==> config.mk <==
export PLATFORM = sky130hd
export DESIGN_NAME = sha256_byte_stream_hasher_top
export DESIGN_NICKNAME = d
export VERILOG_FILES = /design/src/rtl/core/sbh_pkg.sv /design/src/rtl/core/sbh_ram.sv /design/src/rtl/core/sha256_byte_stream_hasher_top.sv
export SDC_FILE = /design/constraint.sdc
export NUM_CORES = 2
export LEC_CHECK = 0
export BUFFER_PORTS_ARGS = -buffer_cell sky130_fd_sc_hd__buf_2
export CAP_MARGIN = 25
export CORE_UTILIZATION = 53
export CTS_CLUSTER_DIAMETER = 40
export DETAILED_ROUTE_END_ITERATION = 12
export HOLD_SLACK_MARGIN = 0.08
export PLACE_DENSITY = 0.76
export SKIP_LAST_GASP = 1
export SLEW_MARGIN = 30
export SYNTH_ARGS = -nofsm -noshare
export SYNTH_HDL_FRONTEND = slang
export SYNTH_SLANG_ARGS = --single-unit
==> constraint.sdc <==
create_clock -name clk -period 15.68 [get_ports clk]
set_clock_uncertainty 0.2 [all_clocks]
set_input_delay 0.784 -clock clk [delete_from_list [all_inputs] [get_ports clk]]
set_output_delay 0.784 -clock clk [all_outputs]
set_load 0.05 [all_outputs]
==> src/rtl/core/sbh_pkg.sv <==
// Shared types, constants and SHA-256 round functions for the byte stream hasher.
// No dependencies; used by the top level and the checker.
package sbh_pkg;

	typedef logic [31:0] word_t;
	typedef logic [7:0]  byte_t;
	typedef logic [2:0]  word_idx_t;

	// Storage geometry
	localparam int WORD_W      = 32;
	localparam int BUF_DEPTH   = 16;
	localparam int CHAIN_DEPTH = 8;
	localparam int ROUNDS      = 64;

	// Buffer word slots of the 64-bit length field
	localparam int LEN_HI_IDX = BUF_DEPTH - 2;
	localparam int LEN_LO_IDX = BUF_DEPTH - 1;

	// Padding marker byte and bit count per byte
	localparam byte_t PAD_MARK   = 8'h80;
	localparam int    BYTE_BITS  = 8;

	function automatic word_t rotr(input word_t x, input int unsigned n);
		rotr = (x >> n) | (x << (WORD_W - n));
	endfunction

	function automatic word_t bsig0(input word_t x);
		bsig0 = rotr(x, 2) ^ rotr(x, 13) ^ rotr(x, 22);
	endfunction

	function automatic word_t bsig1(input word_t x);
		bsig1 = rotr(x, 6) ^ rotr(x, 11) ^ rotr(x, 25);
	endfunction

	function automatic word_t ssig0(input word_t x);
		ssig0 = rotr(x, 7) ^ rotr(x, 18) ^ (x >> 3);
	endfunction

	function automatic word_t ssig1(input word_t x);
		ssig1 = rotr(x, 17) ^ rotr(x, 19) ^ (x >> 10);
	endfunction

	function automatic word_t ch_fn(input word_t x, input word_t y, input word_t z);
		ch_fn = (x & y) ^ (~x & z);
	endfunction

	function automatic word_t maj_fn(input word_t x, input word_t y, input word_t z);
		maj_fn = (x & y) ^ (x & z) ^ (y & z);
	endfunction

	// Initial chaining values
	function automatic word_t init_hash(input word_idx_t idx);
		case (idx)
			3'd0: init_hash = 32'h6a09e667;
			3'd1: init_hash = 32'hbb67ae85;
			3'd2: init_hash = 32'h3c6ef372;
			3'd3: init_hash = 32'ha54ff53a;
			3'd4: init_hash = 32'h510e527f;
			3'd5: init_hash = 32'h9b05688c;
			3'd6: init_hash = 32'h1f83d9ab;
			default: init_hash = 32'h5be0cd19;
		endcase
	endfunction

	// Round constants
	function automatic word_t round_k(input logic [5:0] idx);
		case (idx)
			6'd0:  round_k = 32'h428a2f98;  6'd1:  round_k = 32'h71374491;
			6'd2:  round_k = 32'hb5c0fbcf;  6'd3:  round_k = 32'he9b5dba5;
			6'd4:  round_k = 32'h3956c25b;  6'd5:  round_k = 32'h59f111f1;
			6'd6:  round_k = 32'h923f82a4;  6'd7:  round_k = 32'hab1c5ed5;
			6'd8:  round_k = 32'hd807aa98;  6'd9:  round_k = 32'h12835b01;
			6'd10: round_k = 32'h243185be;  6'd11: round_k = 32'h550c7dc3;
			6'd12: round_k = 32'h72be5d74;  6'd13: round_k = 32'h80deb1fe;
			6'd14: round_k = 32'h9bdc06a7;  6'd15: round_k = 32'hc19bf174;
			6'd16: round_k = 32'he49b69c1;  6'd17: round_k = 32'hefbe4786;
			6'd18: round_k = 32'h0fc19dc6;  6'd19: round_k = 32'h240ca1cc;
			6'd20: round_k = 32'h2de92c6f;  6'd21: round_k = 32'h4a7484aa;
			6'd22: round_k = 32'h5cb0a9dc;  6'd23: round_k = 32'h76f988da;
			6'd24: round_k = 32'h983e5152;  6'd25: round_k = 32'ha831c66d;
			6'd26: round_k = 32'hb00327c8;  6'd27: round_k = 32'hbf597fc7;
			6'd28: round_k = 32'hc6e00bf3;  6'd29: round_k = 32'hd5a79147;
			6'd30: round_k = 32'h06ca6351;  6'd31: round_k = 32'h14292967;
			6'd32: round_k = 32'h27b70a85;  6'd33: round_k = 32'h2e1b2138;
			6'd34: round_k = 32'h4d2c6dfc;  6'd35: round_k = 32'h53380d13;
			6'd36: round_k = 32'h650a7354;  6'd37: round_k = 32'h766a0abb;
			6'd38: round_k = 32'h81c2c92e;  6'd39: round_k = 32'h92722c85;
			6'd40: round_k = 32'ha2bfe8a1;  6'd41: round_k = 32'ha81a664b;
			6'd42: round_k = 32'hc24b8b70;  6'd43: round_k = 32'hc76c51a3;
			6'd44: round_k = 32'hd192e819;  6'd45: round_k = 32'hd6990624;
			6'd46: round_k = 32'hf40e3585;  6'd47: round_k = 32'h106aa070;
			6'd48: round_k = 32'h19a4c116;  6'd49: round_k = 32'h1e376c08;
			6'd50: round_k = 32'h2748774c;  6'd51: round_k = 32'h34b0bcb5;
			6'd52: round_k = 32'h391c0cb3;  6'd53: round_k = 32'h4ed8aa4a;
			6'd54: round_k = 32'h5b9cca4f;  6'd55: round_k = 32'h682e6ff3;
			6'd56: round_k = 32'h748f82ee;  6'd57: round_k = 32'h78a5636f;
			6'd58: round_k = 32'h84c87814;  6'd59: round_k = 32'h8cc70208;
			6'd60: round_k = 32'h90befffa;  6'd61: round_k = 32'ha4506ceb;
			6'd62: round_k = 32'hbef9a3f7;
			default: round_k = 32'hc67178f2;
		endcase
	endfunction

endpackage

==> src/rtl/core/sbh_ram.sv <==
// Generic single-write, single-read synchronous RAM with registered read data.
// Standalone; no package dependencies.
module sbh_ram #(
	parameter int WIDTH = 32,
	parameter int DEPTH = 16
) (
	input  logic                     clk,
	input  logic                     we,
	input  logic [$clog2(DEPTH)-1:0] waddr,
	input  logic [WIDTH-1:0]         wdata,
	input  logic [$clog2(DEPTH)-1:0] raddr,
	output logic [WIDTH-1:0]         rdata
);

	logic [WIDTH-1:0] mem_q [DEPTH];

	// Write port and registered read port
	always_ff @(posedge clk) begin
		if (we) begin
			mem_q[waddr] <= wdata;
		end
		rdata <= mem_q[raddr];
	end

endmodule

==> src/rtl/core/sha256_byte_stream_hasher_top.sv <==
// SHA-256 byte stream hasher: byte packing, padding, compression and digest output.
// Depends on sbh_pkg and two sbh_ram instances (block buffer, chaining values).
//
//  channel | signals                                        | direction
//  --------+------------------------------------------------+----------
//  in      | in_valid/in_ready, data_byte, byte_present,    | into block
//          | end_of_message                                 |
//  out     | out_valid/out_ready, digest_word, word_number, | out of block
//          | final_word                                     |
//
// Bytes are taken one per cycle while the current 64-byte block fills.
// Each block compression holds off input while it streams the buffer RAM and
// chaining RAM into the round registers, runs 64 rounds, then adds back into
// the chaining RAM (one read and one write per word). Ending a message costs
// padding writes plus one or two compressions; the digest leaves one word per
// update read and write, slowed by out_ready.
// Reset is asynchronous; the chaining RAM reads as the initial hash until written.
module sha256_byte_stream_hasher_top (
	input  logic               clk,
	input  logic               arst_n,
	input  logic               in_valid,
	output logic               in_ready,
	input  sbh_pkg::byte_t     data_byte,
	input  logic               byte_present,
	input  logic               end_of_message,
	output logic               out_valid,
	input  logic               out_ready,
	output sbh_pkg::word_t     digest_word,
	output sbh_pkg::word_idx_t word_number,
	output logic               final_word
);

	import sbh_pkg::*;

	localparam int BUF_AW = $clog2(BUF_DEPTH);
	localparam int CH_AW  = $clog2(CHAIN_DEPTH);
	localparam int RND_AW = $clog2(ROUNDS);

	localparam logic [BUF_AW:0] ZERO_END   = (BUF_AW+1)'(LEN_HI_IDX);
	localparam logic [BUF_AW:0] ZERO_END_X = (BUF_AW+1)'(BUF_DEPTH);

	// Sequencer states
	localparam logic [3:0] ST_ACC = 4'd0;  // taking bytes
	localparam logic [3:0] ST_PAD = 4'd1;  // write the word holding the marker
	localparam logic [3:0] ST_PZ  = 4'd2;  // zero fill
	localparam logic [3:0] ST_PLH = 4'd3;  // length high word
	localparam logic [3:0] ST_PLL = 4'd4;  // length low word
	localparam logic [3:0] ST_CL  = 4'd5;  // load schedule and working vars
	localparam logic [3:0] ST_CR  = 4'd6;  // rounds
	localparam logic [3:0] ST_UR  = 4'd7;  // chain update read
	localparam logic [3:0] ST_UW  = 4'd8;  // chain update write / digest out

	logic [3:0]              state_q;
	logic [5:0]              fill_q;
	logic [63:0]             len_q;
	logic                    end_q;
	logic                    extra_q;
	logic                    final_q;
	logic [BUF_AW:0]         pad_idx_q;
	logic [BUF_AW:0]         ld_cnt_q;
	logic [RND_AW-1:0]       rnd_q;
	logic [CH_AW-1:0]        upd_idx_q;
	logic [CHAIN_DEPTH-1:0]  vld_q;
	logic                    out_valid_q;

	word_t                   word_q;
	word_t                   w_q    [BUF_DEPTH];
	word_t                   work_q [CHAIN_DEPTH];
	logic                    cap_vld_s1;
	logic [BUF_AW-1:0]       cap_idx_s1;
	logic [CH_AW-1:0]        chain_addr_s1;
	logic                    chain_hit_s1;
	word_t                   out_word_q;
	logic [CH_AW-1:0]        out_num_q;
	logic                    out_last_q;

	logic                    in_fire;
	logic                    buf_we;
	logic [BUF_AW-1:0]       buf_waddr;
	word_t                   buf_wdata;
	word_t                   buf_rdata;
	logic                    chain_we;
	logic [CH_AW-1:0]        chain_raddr;
	word_t                   chain_rdata;
	word_t                   chain_rd;
	word_t                   chain_sum;
	word_t                   pad_word;
	word_t                   t1;
	word_t                   t2;
	word_t                   w_new;
	logic [BUF_AW:0]         zero_end;
	logic                    out_load;
	logic                    upd_adv;

	assign in_ready = (state_q == ST_ACC);
	assign in_fire  = in_valid && in_ready;

	// Word holding the 0x80 marker after the bytes already packed
	always_comb begin
		case (fill_q[1:0])
			2'd0:    pad_word = {PAD_MARK, 24'h0};
			2'd1:    pad_word = {word_q[7:0], PAD_MARK, 16'h0};
			2'd2:    pad_word = {word_q[15:0], PAD_MARK, 8'h0};
			default: pad_word = {word_q[23:0], PAD_MARK};
		endcase
	end

	assign zero_end = extra_q ? ZERO_END_X : ZERO_END;

	// Block buffer write port
	always_comb begin
		buf_we    = 1'b0;
		buf_waddr = fill_q[5:2];
		buf_wdata = pad_word;
		case (state_q)
			ST_ACC: begin
				buf_we    = in_fire && byte_present && (fill_q[1:0] == 2'd3);
				buf_wdata = {word_q[23:0], data_byte};
			end
			ST_PAD: begin
				buf_we = 1'b1;
			end
			ST_PZ: begin
				buf_we    = (pad_idx_q < zero_end);
				buf_waddr = pad_idx_q[BUF_AW-1:0];
				buf_wdata = '0;
			end
			ST_PLH: begin
				buf_we    = 1'b1;
				buf_waddr = BUF_AW'(LEN_HI_IDX);
				buf_wdata = len_q[63:32];
			end
			ST_PLL: begin
				buf_we    = 1'b1;
				buf_waddr = BUF_AW'(LEN_LO_IDX);
				buf_wdata = len_q[31:0];
			end
			default: begin
				buf_we = 1'b0;
			end
		endcase
	end

	sbh_ram #(
		.WIDTH (WORD_W),
		.DEPTH (BUF_DEPTH)
	) u_buf_ram (
		.clk   (clk),
		.we    (buf_we),
		.waddr (buf_waddr),
		.wdata (buf_wdata),
		.raddr (ld_cnt_q[BUF_AW-1:0]),
		.rdata (buf_rdata)
	);

	// Chaining value RAM; unwritten entries read as the initial hash
	assign chain_raddr = (state_q == ST_CL) ? ld_cnt_q[CH_AW-1:0] : upd_idx_q;
	assign chain_rd    = chain_hit_s1 ? chain_rdata : init_hash(chain_addr_s1);
	assign chain_sum   = chain_rd + work_q[upd_idx_q];
	assign out_load    = (state_q == ST_UW) && final_q && (!out_valid_q || out_ready);
	assign upd_adv     = !final_q || out_load;
	assign chain_we    = (state_q == ST_UW) && !final_q;

	sbh_ram #(
		.WIDTH (WORD_W),
		.DEPTH (CHAIN_DEPTH)
	) u_chain_ram (
		.clk   (clk),
		.we    (chain_we),
		.waddr (upd_idx_q),
		.wdata (chain_sum),
		.raddr (chain_raddr),
		.rdata (chain_rdata)
	);

	// Round datapath
	always_comb begin
		t1 = work_q[7] + bsig1(work_q[4]) + ch_fn(work_q[4], work_q[5], work_q[6])
		     + round_k(rnd_q) + w_q[0];
		t2 = bsig0(work_q[0]) + maj_fn(work_q[0], work_q[1], work_q[2]);
		w_new = w_q[0] + ssig0(w_q[1]) + w_q[9] + ssig1(w_q[14]);
	end

	// Control sequencer
	always_ff @(posedge clk or negedge arst_n) begin
		if (!arst_n) begin
			state_q     <= ST_ACC;
			fill_q      <= '0;
			len_q       <= '0;
			end_q       <= 1'b0;
			extra_q     <= 1'b0;
			final_q     <= 1'b0;
			pad_idx_q   <= '0;
			ld_cnt_q    <= '0;
			rnd_q       <= '0;
			upd_idx_q   <= '0;
			vld_q       <= '0;
			cap_vld_s1  <= 1'b0;
			out_valid_q <= 1'b0;
		end else begin
			cap_vld_s1 <= (state_q == ST_CL) && !ld_cnt_q[BUF_AW];
			if (out_load) begin
				out_valid_q <= 1'b1;
			end else if (out_ready) begin
				out_valid_q <= 1'b0;
			end
			if (chain_we) begin
				vld_q[upd_idx_q] <= 1'b1;
			end
			case (state_q)
				ST_ACC: begin
					if (in_fire) begin
						if (byte_present) begin
							fill_q <= fill_q + 6'd1;
							len_q  <= len_q + 64'(BYTE_BITS);
						end
						if (byte_present && (fill_q == 6'd63)) begin
							end_q   <= end_of_message;
							final_q <= 1'b0;
							state_q <= ST_CL;
						end else if (end_of_message) begin
							state_q <= ST_PAD;
						end
					end
				end
				ST_PAD: begin
					end_q     <= 1'b0;
					extra_q   <= (fill_q[5:3] == 3'b111);
					pad_idx_q <= {1'b0, fill_q[5:2]} + 1'b1;
					state_q   <= ST_PZ;
				end
				ST_PZ: begin
					if (pad_idx_q < zero_end) begin
						pad_idx_q <= pad_idx_q + 1'b1;
					end else if (extra_q) begin
						final_q <= 1'b0;
						state_q <= ST_CL;
					end else begin
						state_q <= ST_PLH;
					end
				end
				ST_PLH: begin
					state_q <= ST_PLL;
				end
				ST_PLL: begin
					final_q <= 1'b1;
					state_q <= ST_CL;
				end
				ST_CL: begin
					if (ld_cnt_q[BUF_AW]) begin
						ld_cnt_q <= '0;
						rnd_q    <= '0;
						state_q  <= ST_CR;
					end else begin
						ld_cnt_q <= ld_cnt_q + 1'b1;
					end
				end
				ST_CR: begin
					rnd_q <= rnd_q + 1'b1;
					if (rnd_q == RND_AW'(ROUNDS - 1)) begin
						upd_idx_q <= '0;
						state_q   <= ST_UR;
					end
				end
				ST_UR: begin
					state_q <= ST_UW;
				end
				ST_UW: begin
					if (upd_adv) begin
						upd_idx_q <= upd_idx_q + 1'b1;
						if (upd_idx_q == CH_AW'(CHAIN_DEPTH - 1)) begin
							if (final_q) begin
								// digest out: back to a fresh message
								vld_q   <= '0;
								fill_q  <= '0;
								len_q   <= '0;
								final_q <= 1'b0;
								state_q <= ST_ACC;
							end else if (extra_q) begin
								// length spills into a fresh block
								extra_q   <= 1'b0;
								pad_idx_q <= '0;
								state_q   <= ST_PZ;
							end else if (end_q) begin
								state_q <= ST_PAD;
							end else begin
								state_q <= ST_ACC;
							end
						end else begin
							state_q <= ST_UR;
						end
					end
				end
				default: begin
					state_q <= ST_ACC;
				end
			endcase
		end
	end

	// Datapath registers
	always_ff @(posedge clk) begin
		if (in_fire && byte_present) begin
			word_q <= {word_q[23:0], data_byte};
		end
		cap_idx_s1    <= ld_cnt_q[BUF_AW-1:0];
		chain_addr_s1 <= chain_raddr;
		chain_hit_s1  <= vld_q[chain_raddr];

		// schedule window: loaded from the buffer, then extended each round
		if (cap_vld_s1 || (state_q == ST_CR)) begin
			for (int i = 0; i < BUF_DEPTH - 1; i++) begin
				w_q[i] <= w_q[i+1];
			end
			w_q[BUF_DEPTH-1] <= cap_vld_s1 ? buf_rdata : w_new;
		end

		// working variables a..h
		if (cap_vld_s1) begin
			if (cap_idx_s1 < BUF_AW'(CHAIN_DEPTH)) begin
				work_q[cap_idx_s1[CH_AW-1:0]] <= chain_rd;
			end
		end else if (state_q == ST_CR) begin
			work_q[0] <= t1 + t2;
			work_q[1] <= work_q[0];
			work_q[2] <= work_q[1];
			work_q[3] <= work_q[2];
			work_q[4] <= work_q[3] + t1;
			work_q[5] <= work_q[4];
			work_q[6] <= work_q[5];
			work_q[7] <= work_q[6];
		end

		if (out_load) begin
			out_word_q <= chain_sum;
			out_num_q  <= upd_idx_q;
			out_last_q <= (upd_idx_q == CH_AW'(CHAIN_DEPTH - 1));
		end
	end

	assign out_valid   = out_valid_q;
	assign digest_word = out_word_q;
	assign word_number = out_num_q;
	assign final_word  = out_last_q;

endmodule

== After elaboration in Yosys (flattened, before gate mapping) ==
Memory sizes are Yosys's and may differ from the RTL's. A register that Yosys moved wholly into a read port is not among the register bits.
Index checks and enable logic that the tools add are counted.

* Bitwise operators: 28
* Add/sub/neg operators: 18
* Shift-type cells: 0
* $mul: 0
* Equal/unequal tests: 35
* Divide/modulo/power cells: 0
* Order comparisons: 5
* Reductions and logical operators: 36
* Muxes and demuxes: 86

{| class="wikitable"
|+ Operators by type and width
! kind !! number
|-
| adder 32 bit || 11
|-
| two-way mux 64 bit || 5
|-
| bitwise XOR 32 bit || 9
|-
| one-hot mux 32 bit (7 select lines) || 1
|-
| bitwise AND 32 bit || 5
|-
| one-hot mux 32 bit (4 select lines) || 1
|-
| one-hot mux 64 bit (2 select lines) || 1
|-
| two-way mux 32 bit || 3
|-
| one-hot mux 32 bit (3 select lines) || 1
|-
| adder 64 x 4 -> 64 bit (second input constant) || 1
|-
| two-way mux 8 bit || 5
|-
| two-way mux 6 bit || 6
|-
| one-hot mux 4 bit (9 select lines) || 1
|-
| two-way mux 5 bit || 7
|-
| two-way mux 4 bit || 8
|-
| NOT 32 bit || 1
|-
| OR 10 x 32 -> 32 bit || 1
|-
| OR 13 x 32 -> 32 bit || 1
|-
| OR 14 x 32 -> 32 bit || 1
|-
| OR 15 x 32 -> 32 bit || 1
|-
| OR 19 x 32 -> 32 bit || 1
|-
| OR 21 x 32 -> 32 bit || 1
|-
| OR 25 x 32 -> 32 bit || 1
|-
| OR 26 x 32 -> 32 bit || 1
|-
| other kinds (54) || 134
|}

* Input bits: 14
* Memories kept: 5
* Register bits after elaboration: 174
* Bits in latches: 0
* Memory bits (read-only): 2048
* Logic and storage cells: 233
* Bits in writable memories: 1536

{| class="wikitable"
|+ Memory list
! name !! words !! bits a word !! read ports !! clocked after Yosys merged registers in !! write ports !! line !! RTL
|-
| (no name shown) || 64 || 32 || 1 || 0 || 0 || sbh_pkg.sv:67 || <nowiki>case (idx)</nowiki>
|-
| u_buf_ram.mem_q || 16 || 32 || 1 || 1 || 1 || sbh_ram.sv:15 || <nowiki>logic [WIDTH-1:0] mem_q [DEPTH];</nowiki>
|-
| w_q || 16 || 32 || 16 || 0 || 16 || sha256_byte_stream_hasher_top.sv:67 || <nowiki>word_t w_q [BUF_DEPTH];</nowiki>
|-
| u_chain_ram.mem_q || 8 || 32 || 1 || 1 || 1 || sbh_ram.sv:15 ||
|-
| work_q || 8 || 32 || 9 || 0 || 8 || sha256_byte_stream_hasher_top.sv:68 || <nowiki>word_t work_q [CHAIN_DEPTH];</nowiki>
|}

== Longest topological paths before layout ==
* Depth after elaboration: 10
* Mapped depth: 43
* Gate-level depth less buffers: 41

== By module ==
Synthesis repeated with hierarchy kept, for this count alone.

* Cell total of the unflattened synthesis: 5892
* Area total of the unflattened synthesis: 83646.5 µm²

{| class="wikitable"
|+ Modules (own cells, without submodules)
! module !! times used !! cells each !! area each (µm²)
|-
| sha256_byte_stream_hasher_top || 1 || 4639 || 53344.9
|-
| sbh_ram (u_buf_ram) || 1 || 838 || 19835.3
|-
| sbh_ram (u_chain_ram) || 1 || 415 || 10466.3
|}

== Worst setup path before layout ==
No wires, ideal clock.

* Kind: register to register
* Start point: register cap_vld_s1
* End point: memory w_q[0][0] (netlist bit) (enable)
* Cell stages (with the launch flop): 4
* Path slack: 1346 ps
* Required time: 14509 ps
* Data arrival time: 13163 ps
* Period minus slack after synthesis: 14334 ps
* Library setup time: 971 ps
* Cells stage by stage: dfrtp_1 > clkbuf_1 > buf_1 > nand2b_1

{| class="wikitable"
|+ RTL lines
! element !! line !! RTL
|-
| from (decl) || sha256_byte_stream_hasher_top.sv:69 || <nowiki>logic cap_vld_s1;</nowiki>
|-
| from (signal assigned) || sha256_byte_stream_hasher_top.sv:201 || <nowiki>cap_vld_s1 <= (state_q == ST_CL) && !ld_cnt_q[BUF_AW];</nowiki>
|-
| to (decl) || sha256_byte_stream_hasher_top.sv:67 ||
|}

==> flow_summary.toml <==
[worst_setup_path]
crit_top_cell = "a21o_1"
critical_path.max_fanout = 62
cp.required_ns = 16.02
slowest_stage = "a221oi_1"
crit_path_max_incr_delay_ns = 0.72
critical_path_class = "reg2reg"
worst_setup_path_end_kind = "flip-flop"
arrival_ns = 11.43
worstSetupStartpointType = "flip-flop"

[timing]
max_freq_ghz = 0.0902
post-route-min-period_ns = 11.09
setup_viol = 0
finalSetupTns_ns = 0
slew_headroom = 0.264
hold_viol = 0
period_share = 0.707
slew_violations = 0
worst_slew_pin_slew_ns = 1.10
rsz0062_at_grt = "false"

[clock_tree]
cts_htree_levels = 4
clkLatencyLatePin_ns = 0.86
root_buffer = "clkbuf_16"
cts_resized = 0
postCtsSetupBuffers = 0
clockBufferDepth = 3
path_clk_slew_ns = 0.07
cts_buffers = 216
cts_tree = "built"
cts.sinks = 1771

[die]
start_util = 0.534
die-area_mm2 = 0.159
die_x_um = 399
die_h_um = 399
pin_count = 52
core_mm2 = 0.156
rows = 145

[final_layout]
area_growth_pct = 12.7
layout_commonest_cell = "edfxtp_1"
layout_common_cells = "edfxtp_1, nand2_1, o21ai_0"
nets = 6626
drive_gt1_frac = 0.128

[yosys]
synth_seq_cells = 1771
synth_area_leader_cell = "edfxtp_1"
yosysSeqAreaShare = 0.623
synth-edff-count = 1596
netlist_instances = 6196
ys_types = 79
async_flop_share = 0.0582
synthTopCellsByArea = "edfxtp_1, fa_1, mux4_2"
postSynthAreaPerCell_um2 = 13.5
syn_nets = 6583
ys.flop_type = "edfxtp_1"
synth_top_area_share = 0.574
synth_area_mm2 = 0.0834
yosysWarnings = 0

[drt]
drtIter0Drc = 7363
routed_wl_um = 243000
num_vias = 53781
via_per_inst = 6.34
ant_nets = 0
route.detailed.drc = 0
first_pass_iters = 9
post_drt_wl_per_cell_um = 28.6

[global_routing]
grt_first_pass_wirelength_um = 351000
grt_max_degree = 140
grt_overflow = 0
antenna_found_initial = 13
track_usage = 0.305
grt_pass1_vias = 51892

[job]
cap_viol_max_count = 0

[placed_design]
portBuffers = 51
place_congestion = 1.02
dp_hpwl_um = 159000

[hold_path]
hp-class = "reg2reg"

[run_status]
run_status = "complete, no violations"
-- stage by stage --
| stage | worst slack (ns) | instance area, um^2 | utilization | cells | hold slack, ns |
|---|---|---|---|---|---|
| 2_1_floorplan | 1.35 | 83400 | - | 6196 | 0.145 |
| 3_3_place_gp | 4.98 | 86200 | 0.552 | 8068 | 0.201 |
| 3_5_place_dp | 4.87 | 86200 | 0.552 | 8069 | 0.205 |
| 4_1_cts | 4.74 | 93900 | 0.601 | 8486 | 0.155 |
| 5_1_grt | 4.08 | 94000 | 0.602 | 8487 | 0.199 |
| 6_report | 4.59 | 94000 | 0.602 | 8489 | 0.200 |
-- Yosys cell counts (all sizes together), types with 25 or more instances --
library cell and count:
dfxtp 72, o31ai 25, xnor2 295, nor3 54, buf 51, nand2 666
clkbuf 287, or3 39, a21oi 228, ha 185, nor4 31, xor2 141
and2 28, nand3 242, a21o 195, a211oi 31, dfrtp 103, fa 188
and3 32, o22ai 118, edfxtp 1596, nor2b 32, inv 288, nand2b 54
o21ai 306, o211ai 30, o21a 104, a22oi 35, mux4 166, nor2 284
-- layout make-up --
class	count	area, um^2
diodes	2	5.00
clock buffers	245	5610
clock inverters	163	1920
fillers	11475	62200
inverters	290	1090
multi-input cells	3797	29700
flip-flops and latches	1771	52000
well taps	2058	2570
repair buffers	163	1180
-- kinds of logic after synthesis --
| group | after synthesis | share of synthesized area |
|---|---|---|
| AOI/OAI and AO/OA | 1259 | 0.0979 |
| DFF | 1771 | 0.623 |
| buffers and inverters | 628 | 0.0283 |
| muxes | 209 | 0.0503 |
| xor gates and xnor gates | 437 | 0.0461 |
| and+or+nand+nor | 1517 | 0.0817 |
| adders and majority gates | 375 | 0.0731 |
-- state kept, by name, indices dropped and copies added (netlist names), 6 cells and up --
register / cells
fill_q: 6
rnd_q: 6
work_q: 256
u_buf_ram.rdata: 32
len_q: 61
w_q: 512
u_chain_ram.rdata: 32
vld_q: 8
u_chain_ram.mem_q: 256
word_q: 24
u_buf_ram.mem_q: 512
digest_word: 32
-- metal layers --
| layer | up-vias | global-route usage | wire (um) |
|---|---|---|---|
| met5 | - | 0 | 63 |
| met2 | 3293 | 0.454 | 108000 |
| li1 | 23035 | - | - |
| met4 | 10 | 0.132 | 11300 |
| met3 | 580 | 0.0798 | 27600 |
| met1 | 26863 | 0.426 | 95300 |
-- repair_timing --
item | CTS | global route
endpoints found under the setup margin | 0 | 0
endpoints found under the hold margin | 31 | 0
hold buffers | 9 | 0
-- worst max-delay path: cells and delay by family (launching register included) --
kind | cells | cell delay [ns]
and+or+nand+nor | 3 | 0.66
xor gates and xnor gates | 2 | 0.38
buffers and inverters | 7 | 1.76
muxes | 1 | 0.51
AOI/OAI and AO/OA | 18 | 4.31
DFF | 1 | 0.34
adders and majority gates | 6 | 2.60
-- worst paths after layout --
path | from | endpoint | slack (ns) | cells past startpoint
setup / recovery | rnd_q[3] | work_q[0][30] | 4.59 | 37
hold / removal | w_q[0][140] | w_q[0][108] | 0.20 | 0
setup reg to reg | rnd_q[3] | work_q[0][30] | 4.59 | 37
hold reg to reg | w_q[0][140] | w_q[0][108] | 0.20 | 0
max in group asynchronous | arst_n | rnd_q[2] | 13.84 | 3
min in group asynchronous | arst_n | len_q[37] | 0.26 | 2
Power is not shown: default switching activity piles up to over one toggle a cycle in this logic, so the estimate is an artifact.
